==> src/rtl/ptps2_pkg.sv <==
package ptps2_pkg;

  typedef enum logic [1:0] {
    OP_PS2_BYTE = 2'd0,
    OP_ABS      = 2'd1,
    OP_REL      = 2'd2,
    OP_READ     = 2'd3
  } op_t;

  localparam logic [1:0] REG_WIDTH    = 2'd0;
  localparam logic [1:0] REG_HEIGHT   = 2'd1;
  localparam logic [1:0] REG_SUPPRESS = 2'd2;

  localparam logic [7:0] SYNC_BIT      = 8'h08;
  localparam logic [7:0] OVERFLOW_BITS = 8'hC0;
  localparam int         ACCEL_SLOW    = 3;
  localparam int         ACCEL_MID     = 10;

  // Classified command passed from front to back.
  typedef struct packed {
    op_t          kind;     // OP_PS2_BYTE here means a complete, accepted PS/2 report
    logic [31:0]  ax;
    logic [31:0]  ay;
    logic [31:0]  lox;
    logic [31:0]  hix;
    logic [31:0]  loy;
    logic [31:0]  hiy;
    logic [17:0]  dx;       // accelerated motion, screen sense
    logic [17:0]  dy;
    logic         btn;
  } cmd_t;

  // Acceleration on a signed 16-bit motion value; result fits in 18 bits.
  function automatic logic [17:0] speed_up(input logic signed [15:0] d);
    logic signed [17:0] e;
    logic [15:0]        mag;
    begin
      e   = 18'(d);
      mag = d[15] ? 16'(-d) : 16'(d);
      if (mag <= 16'(ACCEL_SLOW))
        speed_up = e;
      else if (mag <= 16'(ACCEL_MID))
        speed_up = 18'(e * 2);
      else
        speed_up = 18'(e * 3);
    end
  endfunction

endpackage

==> src/rtl/ptps2_front.sv <==
module ptps2_front (
  input  logic                 clk,
  input  logic                 rst_n,
  input  logic                 suppress,
  input  logic                 in_valid,
  output logic                 in_stall,
  input  logic [1:0]           in_op,
  input  logic [7:0]           in_ps2_byte,
  input  logic [31:0]          in_abs_x,
  input  logic [31:0]          in_abs_y,
  input  logic [31:0]          in_range_min_x,
  input  logic [31:0]          in_range_max_x,
  input  logic [31:0]          in_range_min_y,
  input  logic [31:0]          in_range_max_y,
  input  logic signed [15:0]   in_rel_dx,
  input  logic signed [15:0]   in_rel_dy,
  input  logic                 in_left_button,
  output logic                 q_push,
  output ptps2_pkg::cmd_t      q_data,
  input  logic                 q_full
);

  logic [7:0] pkt0_r, pkt1_r;
  logic [1:0] cnt_r, cnt_nxt;
  logic       acc;
  logic signed [15:0] pdx, pdy;

  assign in_stall = q_full;
  assign acc      = in_valid && !q_full;

  // 9-bit sign extension of the report bytes
  assign pdx = {{8{pkt0_r[4]}}, pkt1_r};
  assign pdy = {{8{pkt0_r[5]}}, in_ps2_byte};

  always_comb begin
    cnt_nxt = cnt_r;
    q_push  = 1'b0;
    q_data  = '0;
    q_data.ax  = in_abs_x;
    q_data.ay  = in_abs_y;
    q_data.lox = in_range_min_x;
    q_data.hix = in_range_max_x;
    q_data.loy = in_range_min_y;
    q_data.hiy = in_range_max_y;
    q_data.btn = in_left_button;
    q_data.kind = ptps2_pkg::op_t'(in_op);
    case (ptps2_pkg::op_t'(in_op))
      ptps2_pkg::OP_PS2_BYTE: begin
        if (acc) begin
          if (cnt_r == 2'd0) begin
            if ((in_ps2_byte & ptps2_pkg::SYNC_BIT) != 8'd0) cnt_nxt = 2'd1;
          end else if (cnt_r == 2'd1) begin
            cnt_nxt = 2'd2;
          end else begin
            cnt_nxt = 2'd0;
            q_push  = !suppress && ((pkt0_r & ptps2_pkg::OVERFLOW_BITS) == 8'd0);
          end
        end
        q_data.dx  = ptps2_pkg::speed_up(pdx);
        q_data.dy  = 18'(-ptps2_pkg::speed_up(pdy));
        q_data.btn = pkt0_r[0];
      end
      ptps2_pkg::OP_REL: begin
        q_push    = acc;
        q_data.dx = ptps2_pkg::speed_up(in_rel_dx);
        q_data.dy = ptps2_pkg::speed_up(in_rel_dy);
      end
      default: q_push = acc;
    endcase
  end

  always_ff @(posedge clk) begin
    if (!rst_n) begin
      cnt_r <= 2'd0;
    end else begin
      cnt_r <= cnt_nxt;
    end
    if (acc && in_op == 2'(ptps2_pkg::OP_PS2_BYTE)) begin
      if (cnt_r == 2'd0) pkt0_r <= in_ps2_byte;
      if (cnt_r == 2'd1) pkt1_r <= in_ps2_byte;
    end
  end

endmodule

==> src/rtl/ptps2_fifo.sv <==
module ptps2_fifo (
  input  logic            clk,
  input  logic            rst_n,
  input  logic            push,
  input  ptps2_pkg::cmd_t wdata,
  output logic            full,
  output logic            nempty,
  input  logic            pop,
  output ptps2_pkg::cmd_t rdata
);

  ptps2_pkg::cmd_t mem_r [2];
  logic       wp_r, rp_r;
  logic [1:0] cnt_r;

  assign full   = cnt_r == 2'd2;
  assign nempty = cnt_r != 2'd0;
  assign rdata  = mem_r[rp_r];

  always_ff @(posedge clk) begin
    if (!rst_n) begin
      wp_r  <= 1'b0;
      rp_r  <= 1'b0;
      cnt_r <= 2'd0;
    end else begin
      if (push) wp_r <= ~wp_r;
      if (pop)  rp_r <= ~rp_r;
      cnt_r <= cnt_r + 2'(push) - 2'(pop);
    end
    if (push) mem_r[wp_r] <= wdata;
  end

endmodule

==> src/rtl/ptps2_div.sv <==
module ptps2_div (
  input  logic        clk,
  input  logic        rst_n,
  input  logic        start,
  input  logic [47:0] num,
  input  logic [32:0] den,
  output logic        done,
  output logic [47:0] quo
);

  logic [47:0] q_r;
  logic [32:0] d_r;
  logic [33:0] rem_r;
  logic [5:0]  n_r;
  logic        busy_r;
  logic [33:0] sh;
  logic [34:0] diff;

  assign sh   = {rem_r[32:0], q_r[47]};
  assign diff = {1'b0, sh} - {2'b0, d_r};
  assign quo  = q_r;

  always_ff @(posedge clk) begin
    if (!rst_n) begin
      busy_r <= 1'b0;
      done   <= 1'b0;
    end else begin
      done <= 1'b0;
      if (start) begin
        busy_r <= 1'b1;
        n_r    <= 6'd48;
      end else if (busy_r) begin
        n_r <= n_r - 6'd1;
        if (n_r == 6'd1) begin
          busy_r <= 1'b0;
          done   <= 1'b1;
        end
      end
    end
    if (start) begin
      q_r   <= num;
      d_r   <= den;
      rem_r <= '0;
    end else if (busy_r) begin
      if (!diff[34]) begin
        rem_r <= diff[33:0];
        q_r   <= {q_r[46:0], 1'b1};
      end else begin
        rem_r <= sh;
        q_r   <= {q_r[46:0], 1'b0};
      end
    end
  end

endmodule

==> src/rtl/ptps2_back.sv <==
module ptps2_back (
  input  logic            clk,
  input  logic            rst_n,
  input  logic [15:0]     width,
  input  logic [15:0]     height,
  input  logic            q_nempty,
  input  ptps2_pkg::cmd_t q_data,
  output logic            q_pop,
  output logic            out_valid,
  input  logic            out_stall,
  output logic [15:0]     out_pointer_x_out,
  output logic [15:0]     out_pointer_y_out,
  output logic            out_button_down,
  output logic            out_clicked,
  output logic            out_changed
);

  typedef enum logic [2:0] {S_IDLE, S_DIVX, S_WAITX, S_DIVY, S_WAITY} st_t;

  st_t         st_r;
  logic [15:0] px_r, py_r, rx_r, ry_r;
  logic        held_r, click_r, fresh_r, rdown_r;
  logic        div_start, div_done;
  logic [47:0] div_num, div_quo;
  logic [32:0] div_den;
  logic        selx;
  logic [31:0] v, lo, hi;
  logic [15:0] lim;
  logic [15:0] dir_val, nx, ny, cx, cy, mapq;
  logic        chg;
  logic        ovalid_r;
  logic        rd_pop;

  ptps2_div u_div (
    .clk(clk), .rst_n(rst_n), .start(div_start), .num(div_num),
    .den(div_den), .done(div_done), .quo(div_quo)
  );

  function automatic logic [15:0] clamp(input logic signed [18:0] s, input logic [15:0] l);
    if (s < 0 || l == 16'd0) clamp = 16'd0;
    else if (s >= $signed({3'b0, l})) clamp = l - 16'd1;
    else clamp = s[15:0];
  endfunction

  function automatic logic [15:0] clampu(input logic [47:0] s, input logic [15:0] l);
    if (l == 16'd0) clampu = 16'd0;
    else if (s >= {32'd0, l}) clampu = l - 16'd1;
    else clampu = s[15:0];
  endfunction

  assign selx = (st_r == S_DIVX) || (st_r == S_WAITX) || (st_r == S_IDLE);
  assign v    = selx ? q_data.ax  : q_data.ay;
  assign lo   = selx ? q_data.lox : q_data.loy;
  assign hi   = selx ? q_data.hix : q_data.hiy;
  assign lim  = selx ? width : height;
  assign dir_val = clampu({16'd0, v}, lim);
  assign div_num = 48'((v < lo ? 32'd0 : v - lo) * lim);
  assign div_den = {1'b0, hi} - {1'b0, lo} + 33'd1;
  assign div_start = (st_r == S_DIVX || st_r == S_DIVY) && hi > lo;
  assign mapq = clampu(div_quo, lim);

  assign nx = clamp(19'($signed({3'b0, px_r})) + 19'($signed(q_data.dx)), width);
  assign ny = clamp(19'($signed({3'b0, py_r})) + 19'($signed(q_data.dy)), height);
  assign cx = clamp(19'(fresh_r ? {4'b0, width[15:1]} : {3'b0, px_r}), width);
  assign cy = clamp(19'(fresh_r ? {4'b0, height[15:1]} : {3'b0, py_r}), height);
  assign chg = fresh_r || cx != rx_r || cy != ry_r || held_r != rdown_r;

  assign out_valid = ovalid_r;
  assign q_pop = q_nempty && (
    (st_r == S_IDLE && q_data.kind != ptps2_pkg::OP_ABS &&
     !(q_data.kind == ptps2_pkg::OP_READ && ovalid_r && out_stall)) ||
    (st_r == S_DIVY && !(hi > lo)) || (st_r == S_WAITY && div_done));
  assign rd_pop = st_r == S_IDLE && q_pop && q_data.kind == ptps2_pkg::OP_READ;

  always_ff @(posedge clk) begin
    if (!rst_n) begin
      st_r     <= S_IDLE;
      px_r     <= '0;
      py_r     <= '0;
      rx_r     <= '0;
      ry_r     <= '0;
      held_r   <= 1'b0;
      click_r  <= 1'b0;
      fresh_r  <= 1'b1;
      rdown_r  <= 1'b0;
      ovalid_r <= 1'b0;
    end else begin
      if (ovalid_r && !out_stall && !rd_pop) ovalid_r <= 1'b0;
      case (st_r)
        S_IDLE: begin
          if (q_nempty) begin
            case (q_data.kind)
              ptps2_pkg::OP_ABS: st_r <= S_DIVX;
              ptps2_pkg::OP_READ: begin
                if (q_pop) begin
                  px_r <= cx; py_r <= cy; rx_r <= cx; ry_r <= cy;
                  rdown_r <= held_r; fresh_r <= 1'b0; click_r <= 1'b0;
                  ovalid_r <= 1'b1;
                  out_pointer_x_out <= cx;
                  out_pointer_y_out <= cy;
                  out_button_down   <= held_r;
                  out_clicked       <= click_r;
                  out_changed       <= chg;
                end
              end
              default: begin
                px_r <= nx; py_r <= ny;
                if (q_data.btn && !held_r) click_r <= 1'b1;
                held_r <= q_data.btn;
              end
            endcase
          end
        end
        S_DIVX: begin
          if (hi > lo) st_r <= S_WAITX;
          else begin px_r <= dir_val; st_r <= S_DIVY; end
        end
        S_WAITX: if (div_done) begin px_r <= mapq; st_r <= S_DIVY; end
        S_DIVY: begin
          if (hi > lo) st_r <= S_WAITY;
          else begin
            py_r <= dir_val; st_r <= S_IDLE;
            if (q_data.btn && !held_r) click_r <= 1'b1;
            held_r <= q_data.btn;
          end
        end
        S_WAITY: if (div_done) begin
          py_r <= mapq; st_r <= S_IDLE;
          if (q_data.btn && !held_r) click_r <= 1'b1;
          held_r <= q_data.btn;
        end
        default: st_r <= S_IDLE;
      endcase
    end
  end

endmodule

==> src/rtl/pointer_tracker_ps2_absolute.sv <==
// Reads: a read transaction's report is registered when the back end takes it
//   from the queue. Absolute: a transaction holds the back end for two 48-step
//   divisions, skipping each axis whose device range max is not above its min.
// Throughput: one transaction a cycle except behind an absolute report or while a stalled output holds back a read.
// Reset (rst_n, synchronous, active low) restores screen 640x480, clears
//   position, buttons and framing and marks the pointer fresh.
module pointer_tracker_ps2_absolute (
  input  logic               clk,
  input  logic               rst_n,
  input  logic               in_valid,
  output logic               in_stall,
  input  logic [1:0]         in_op,
  input  logic [7:0]         in_ps2_byte,
  input  logic [31:0]        in_abs_x,
  input  logic [31:0]        in_abs_y,
  input  logic [31:0]        in_range_min_x,
  input  logic [31:0]        in_range_max_x,
  input  logic [31:0]        in_range_min_y,
  input  logic [31:0]        in_range_max_y,
  input  logic signed [15:0] in_rel_dx,
  input  logic signed [15:0] in_rel_dy,
  input  logic               in_left_button,
  output logic               out_valid,
  input  logic               out_stall,
  output logic [15:0]        out_pointer_x_out,
  output logic [15:0]        out_pointer_y_out,
  output logic               out_button_down,
  output logic               out_clicked,
  output logic               out_changed,
  input  logic               cfg_valid,
  output logic               cfg_ready,
  input  logic [1:0]         cfg_index,
  input  logic [15:0]        cfg_data
);

  logic [15:0] width_r, height_r;
  logic        suppress_r;
  logic        q_push, q_full, q_nempty, q_pop;
  ptps2_pkg::cmd_t q_wdata, q_rdata;

  assign cfg_ready = 1'b1;

  // configuration registers; unknown indices are ignored
  always_ff @(posedge clk) begin
    if (!rst_n) begin
      width_r    <= 16'd640;
      height_r   <= 16'd480;
      suppress_r <= 1'b0;
    end else if (cfg_valid) begin
      case (cfg_index)
        ptps2_pkg::REG_WIDTH:    width_r    <= cfg_data;
        ptps2_pkg::REG_HEIGHT:   height_r   <= cfg_data;
        ptps2_pkg::REG_SUPPRESS: suppress_r <= cfg_data[0];
        default: ;
      endcase
    end
  end

  // front: framing, filtering and acceleration
  ptps2_front u_front (
    .clk(clk), .rst_n(rst_n), .suppress(suppress_r),
    .in_valid(in_valid), .in_stall(in_stall), .in_op(in_op),
    .in_ps2_byte(in_ps2_byte), .in_abs_x(in_abs_x), .in_abs_y(in_abs_y),
    .in_range_min_x(in_range_min_x), .in_range_max_x(in_range_max_x),
    .in_range_min_y(in_range_min_y), .in_range_max_y(in_range_max_y),
    .in_rel_dx(in_rel_dx), .in_rel_dy(in_rel_dy),
    .in_left_button(in_left_button),
    .q_push(q_push), .q_data(q_wdata), .q_full(q_full)
  );

  ptps2_fifo u_fifo (
    .clk(clk), .rst_n(rst_n), .push(q_push), .wdata(q_wdata), .full(q_full),
    .nempty(q_nempty), .pop(q_pop), .rdata(q_rdata)
  );

  // back: pointer state, absolute scaling and the report register
  ptps2_back u_back (
    .clk(clk), .rst_n(rst_n), .width(width_r), .height(height_r),
    .q_nempty(q_nempty), .q_data(q_rdata), .q_pop(q_pop),
    .out_valid(out_valid), .out_stall(out_stall),
    .out_pointer_x_out(out_pointer_x_out), .out_pointer_y_out(out_pointer_y_out),
    .out_button_down(out_button_down), .out_clicked(out_clicked),
    .out_changed(out_changed)
  );

endmodule
==> config.mk <==
export PLATFORM = sky130hd
export DESIGN_NAME = pointer_tracker_ps2_absolute
export DESIGN_NICKNAME = d
export VERILOG_FILES = /design/src/rtl/ptps2_pkg.sv /design/src/rtl/ptps2_front.sv /design/src/rtl/ptps2_fifo.sv /design/src/rtl/ptps2_div.sv /design/src/rtl/ptps2_back.sv /design/src/rtl/pointer_tracker_ps2_absolute.sv
export SDC_FILE = /design/constraint.sdc
export NUM_CORES = 2
export LEC_CHECK = 0
export BUFFER_PORTS_ARGS = -buffer_cell sky130_fd_sc_hd__buf_4
export CORE_UTILIZATION = 40
export CTS_BUF_LIST = sky130_fd_sc_hd__clkbuf_2
export CTS_CLUSTER_SIZE = 25
export DETAILED_ROUTE_END_ITERATION = 10
export PLACE_DENSITY = 0.63
export SETUP_SLACK_MARGIN = 0.1
export SYNTH_ARGS = -nofsm -noshare
export SYNTH_HDL_FRONTEND = slang
export SYNTH_SLANG_ARGS = --single-unit
==> constraint.sdc <==
create_clock -name clk -period 13.9 [get_ports clk]
set_clock_uncertainty 0.05 [all_clocks]
set_input_delay 0.695 -clock clk [delete_from_list [all_inputs] [get_ports clk]]
set_output_delay 0.695 -clock clk [all_outputs]
set_load 0.02 [all_outputs]
==> impl_metrics.yaml <==
yosys:
  syn_avg_cell_area_um2: 10.10
  synth-seq-cells: 744
  postSynth.asyncResetShare_pct: 0
  synth_area_um2: 63740
  synth_cell_types: 97
  netlist_top_cells_count: "inv_1, nand2_1, edfxtp_1"
  synth.top_cell.area_share_pct: 28.12
  yosys.area.top_type: "edfxtp_1"
  yosys-top-cells-area: "edfxtp_1, fa_1, ha_1"
  synth_edf_count: 597
  synth-seq-area-share_pct: 32.74
  synth.most_common_cell: "inv_1"
  yosys_warnings: 0
  synthFlopType: "edfxtp_1"
  syn_inst: 6309
  syn_nets: 7570
power_and_ir_drop:
  p_comb_share_pct: 67.1
  p_int_mw: 6.956
  power.leakage_nw: 32.03
  powerDensity_nw_per_um2: 185.7
  power_frac_seq_pct: 21.2
  switching_share_pct: 50.54
  p_switching_mw: 7.108
  clkPwrFrac_pct: 11.7
  peakVddDrop_v: 0.0001346
route:
  via_per_inst: 5.584
  wl_per_cell_um: 22.45
  wl_um: 211500
  drt-initial-drc-count: 4903
  drtPass1Iterations: 6
  drc_errors: 0
  vias: 52601
  ant_nets: 0
grt:
  first_global_vias: 52860
  grt_overflow: 0
  grt_pass1_wl_um: 321600
  grt_max_degree: 183
  track_usage_pct: 26.05
  antenna_found_initial: 13
cts:
  hold_buffers: 551
  ctsResizeCount: 0
  clk_pin_slew_ps: 90
  root_buffer: "clkbuf_2"
  cts_tree: "done"
  cts_buffer_depth: 3
  cts_sinks: 744
  insertion_delay_ps: 1740
  cts_setup_buffers: 0
  cts_buffers: 192
  htree_levels: 4
worst_setup_path:
  max_stage_delay_ps: 970
  cp_max_fo: 46
  crit_top_cell: "fa_1"
  cp.arrival_ps: 13270
  end_kind: "flip-flop"
  worstPathRequired_ps: 15330
  critPathLaunchType: "flip-flop"
  crit_slowest_cell: "dfxtp_4"
  worst_r2r_path_depth: 32
  worstSetupPathType: "flip-flop to flip-flop"
finish:
  stdcell_count: 9420
  final_nets: 8439
  fillers: 14363
  layout-drive-gt1-share_pct: 12.58
  syn_to_final_growth_pct: 18.83
floorplanning:
  dieWidth_um: 401.2
  ioPinCount: 296
  initial_core_util_pct: 40.25
  rows: 146
  chipHeight_um: 401.2
  core_um2: 158400
  dieArea_um2: 161000
sta:
  slew_viol_final: 0
  hold_violations: 0
  maxSlewHeadroom_pct: 5.044
  rsz0062_at_grt: "false"
  worst_slew_pin_slew_ps: 1388
  setup_viol: 0
  timing.final.crit_share_pct: 85.21
  finalCriticalPeriod_ps: 11840
  tns_ps: 0
  fmax_mhz: 84.43
place:
  io_buffers: 294
  place_congestion: 0.9823
  dp_hpwl_um: 158400
  place_inst: 8505
hold_path:
  min_path_type: "input port to flip-flop"
  whs_path_depth: 4
status:
  status: "completed"
flow_run:
  cap_violations: 0
==> metrics by stage <==
step	util, %	instance area [µm²]	power (mW)	worst slack, ps	hold slack (ps)
finish	47.83	75750	14.06	2056	229.0
detailed placement	43.13	68300	12.18	2136	363.3
floorplan	-	63740	9.609	2245	353.0
CTS	47.81	75720	13.96	2207	8.090
global placement	43.13	68300	12.08	2276	362.8
global route	47.82	75740	15.25	1383	86.15
==> worst paths after layout <==
check	slack, ps	endpoint	start
worst min register to register	390	u_back.out_clicked	u_back.click_r
worst max register to register	2060	u_back.u_div.quo[28]	flip-flop
worst min-delay path	230	u_fifo.mem_r[0][5]	in_rel_dy[4]
worst max-delay path	2060	u_back.u_div.quo[28]	flip-flop
==> layout make-up <==
type | count | area, µm² | share of cell area, %
Inverter | 797 | 2992 | 3.950
Timing Repair Buffer | 922 | 8351 | 11.02
Clock inverter | 78 | 519.2 | 0.6855
Sequential cell | 744 | 20880 | 27.56
Tap cell | 2072 | 2592 | 3.423
Clock buffer | 277 | 1386 | 1.830
Antenna cell | 9 | 22.52 | 0.02973
Multi-Input combinational cell | 4521 | 39010 | 51.50
==> power by group through the flow <==
| stage | Clock, mW | Combinational [mW] | Sequential [mW] |
|---|---|---|---|
| after floorplan | 0 | 6.62 | 2.99 |
| after global placement | 0 | 9.06 | 3.02 |
| after detailed placement | 0 | 9.15 | 3.03 |
| after CTS | 1.67 | 9.32 | 2.98 |
| after global routing | 1.79 | 10.4 | 3.01 |
| final | 1.65 | 9.43 | 2.99 |
==> sequential cells by signal, summed over array words and instances, names as in the netlist, 2 cells and up, named ones only <==
name and count:
u_front.pkt1_r 8, u_back.ry_r 16, u_front.pkt0_r 5, u_back.py_r 16, u_fifo.cnt_r 2, u_back.rx_r 16, u_back.u_div.quo 48, width_r 16
u_back.px_r 16, u_front.cnt_r 2, u_back.u_div.rem_r 33, u_back.u_div.d_r 33, u_back.st_r 3, u_back.out_pointer_y_out 16, u_back.u_div.n_r 6, u_fifo.mem_r 462
u_back.out_pointer_x_out 16, height_r 16
==> cells by family (layout without fill, tap and decap cells) <==
kind of cell    after synthesis  in the layout  share of synthesized area (%)
buf+inv                    1044           2074                          6.289
compound gates             1151           1151                          11.90
mux                         285            285                          6.550
xor+xnor                    300            300                          4.122
flops                       744            744                          32.74
simple gates               1781           1781                          12.60
other cells                   1             10                       0.005883
fa+ha+maj                  1003           1003                          25.79
==> cells in the final DEF (no fill, tap or decap), types with 45 or more instances in the layout <==
cell type,synthesis,routed
xnor2_1,211,210
o21a_1,45,45
clkinv_1,4,54
xor2_1,89,88
mux2_2,77,77
dlygate4sd3_1,0,551
fa_1,518,518
nand3_1,114,114
nand2_1,687,687
mux4_2,98,98
ha_1,485,485
clkbuf_2,0,277
edfxtp_1,597,597
nor2_1,512,509
mux2i_1,110,110
nor3_1,80,79
o21ai_0,251,248
o221ai_1,50,50
a21oi_1,270,270
a21o_1,99,99
buf_4,4,367
a31oi_1,48,48
inv_1,789,787
nor4_1,52,52
nand4_1,52,52
dfxtp_1,147,145
==> routing by layer <==
layer,GRT usage (%),part of all wire (%),up-vias
li1,-,-,23805
met1,35.97,43,25823
met2,40.63,45,2563
met3,5.636,9.5,398
met4,8.463,3.1,12
met5,0,0.038,-
==> worst max-delay path: cells and delay by family (launching register included) <==
kind / cells / cell delay (ps)
AO/OA/AOI/OAI: 13 / 3210
flip-flops: 1 / 970
multiplexers: 1 / 560
adder cells (fa/ha/maj): 8 / 4000
buffers and inverters: 5 / 990
AND/OR/NAND/NOR: 4 / 1640
XOR/XNOR: 1 / 170
(Power assumes the default switching activity.)
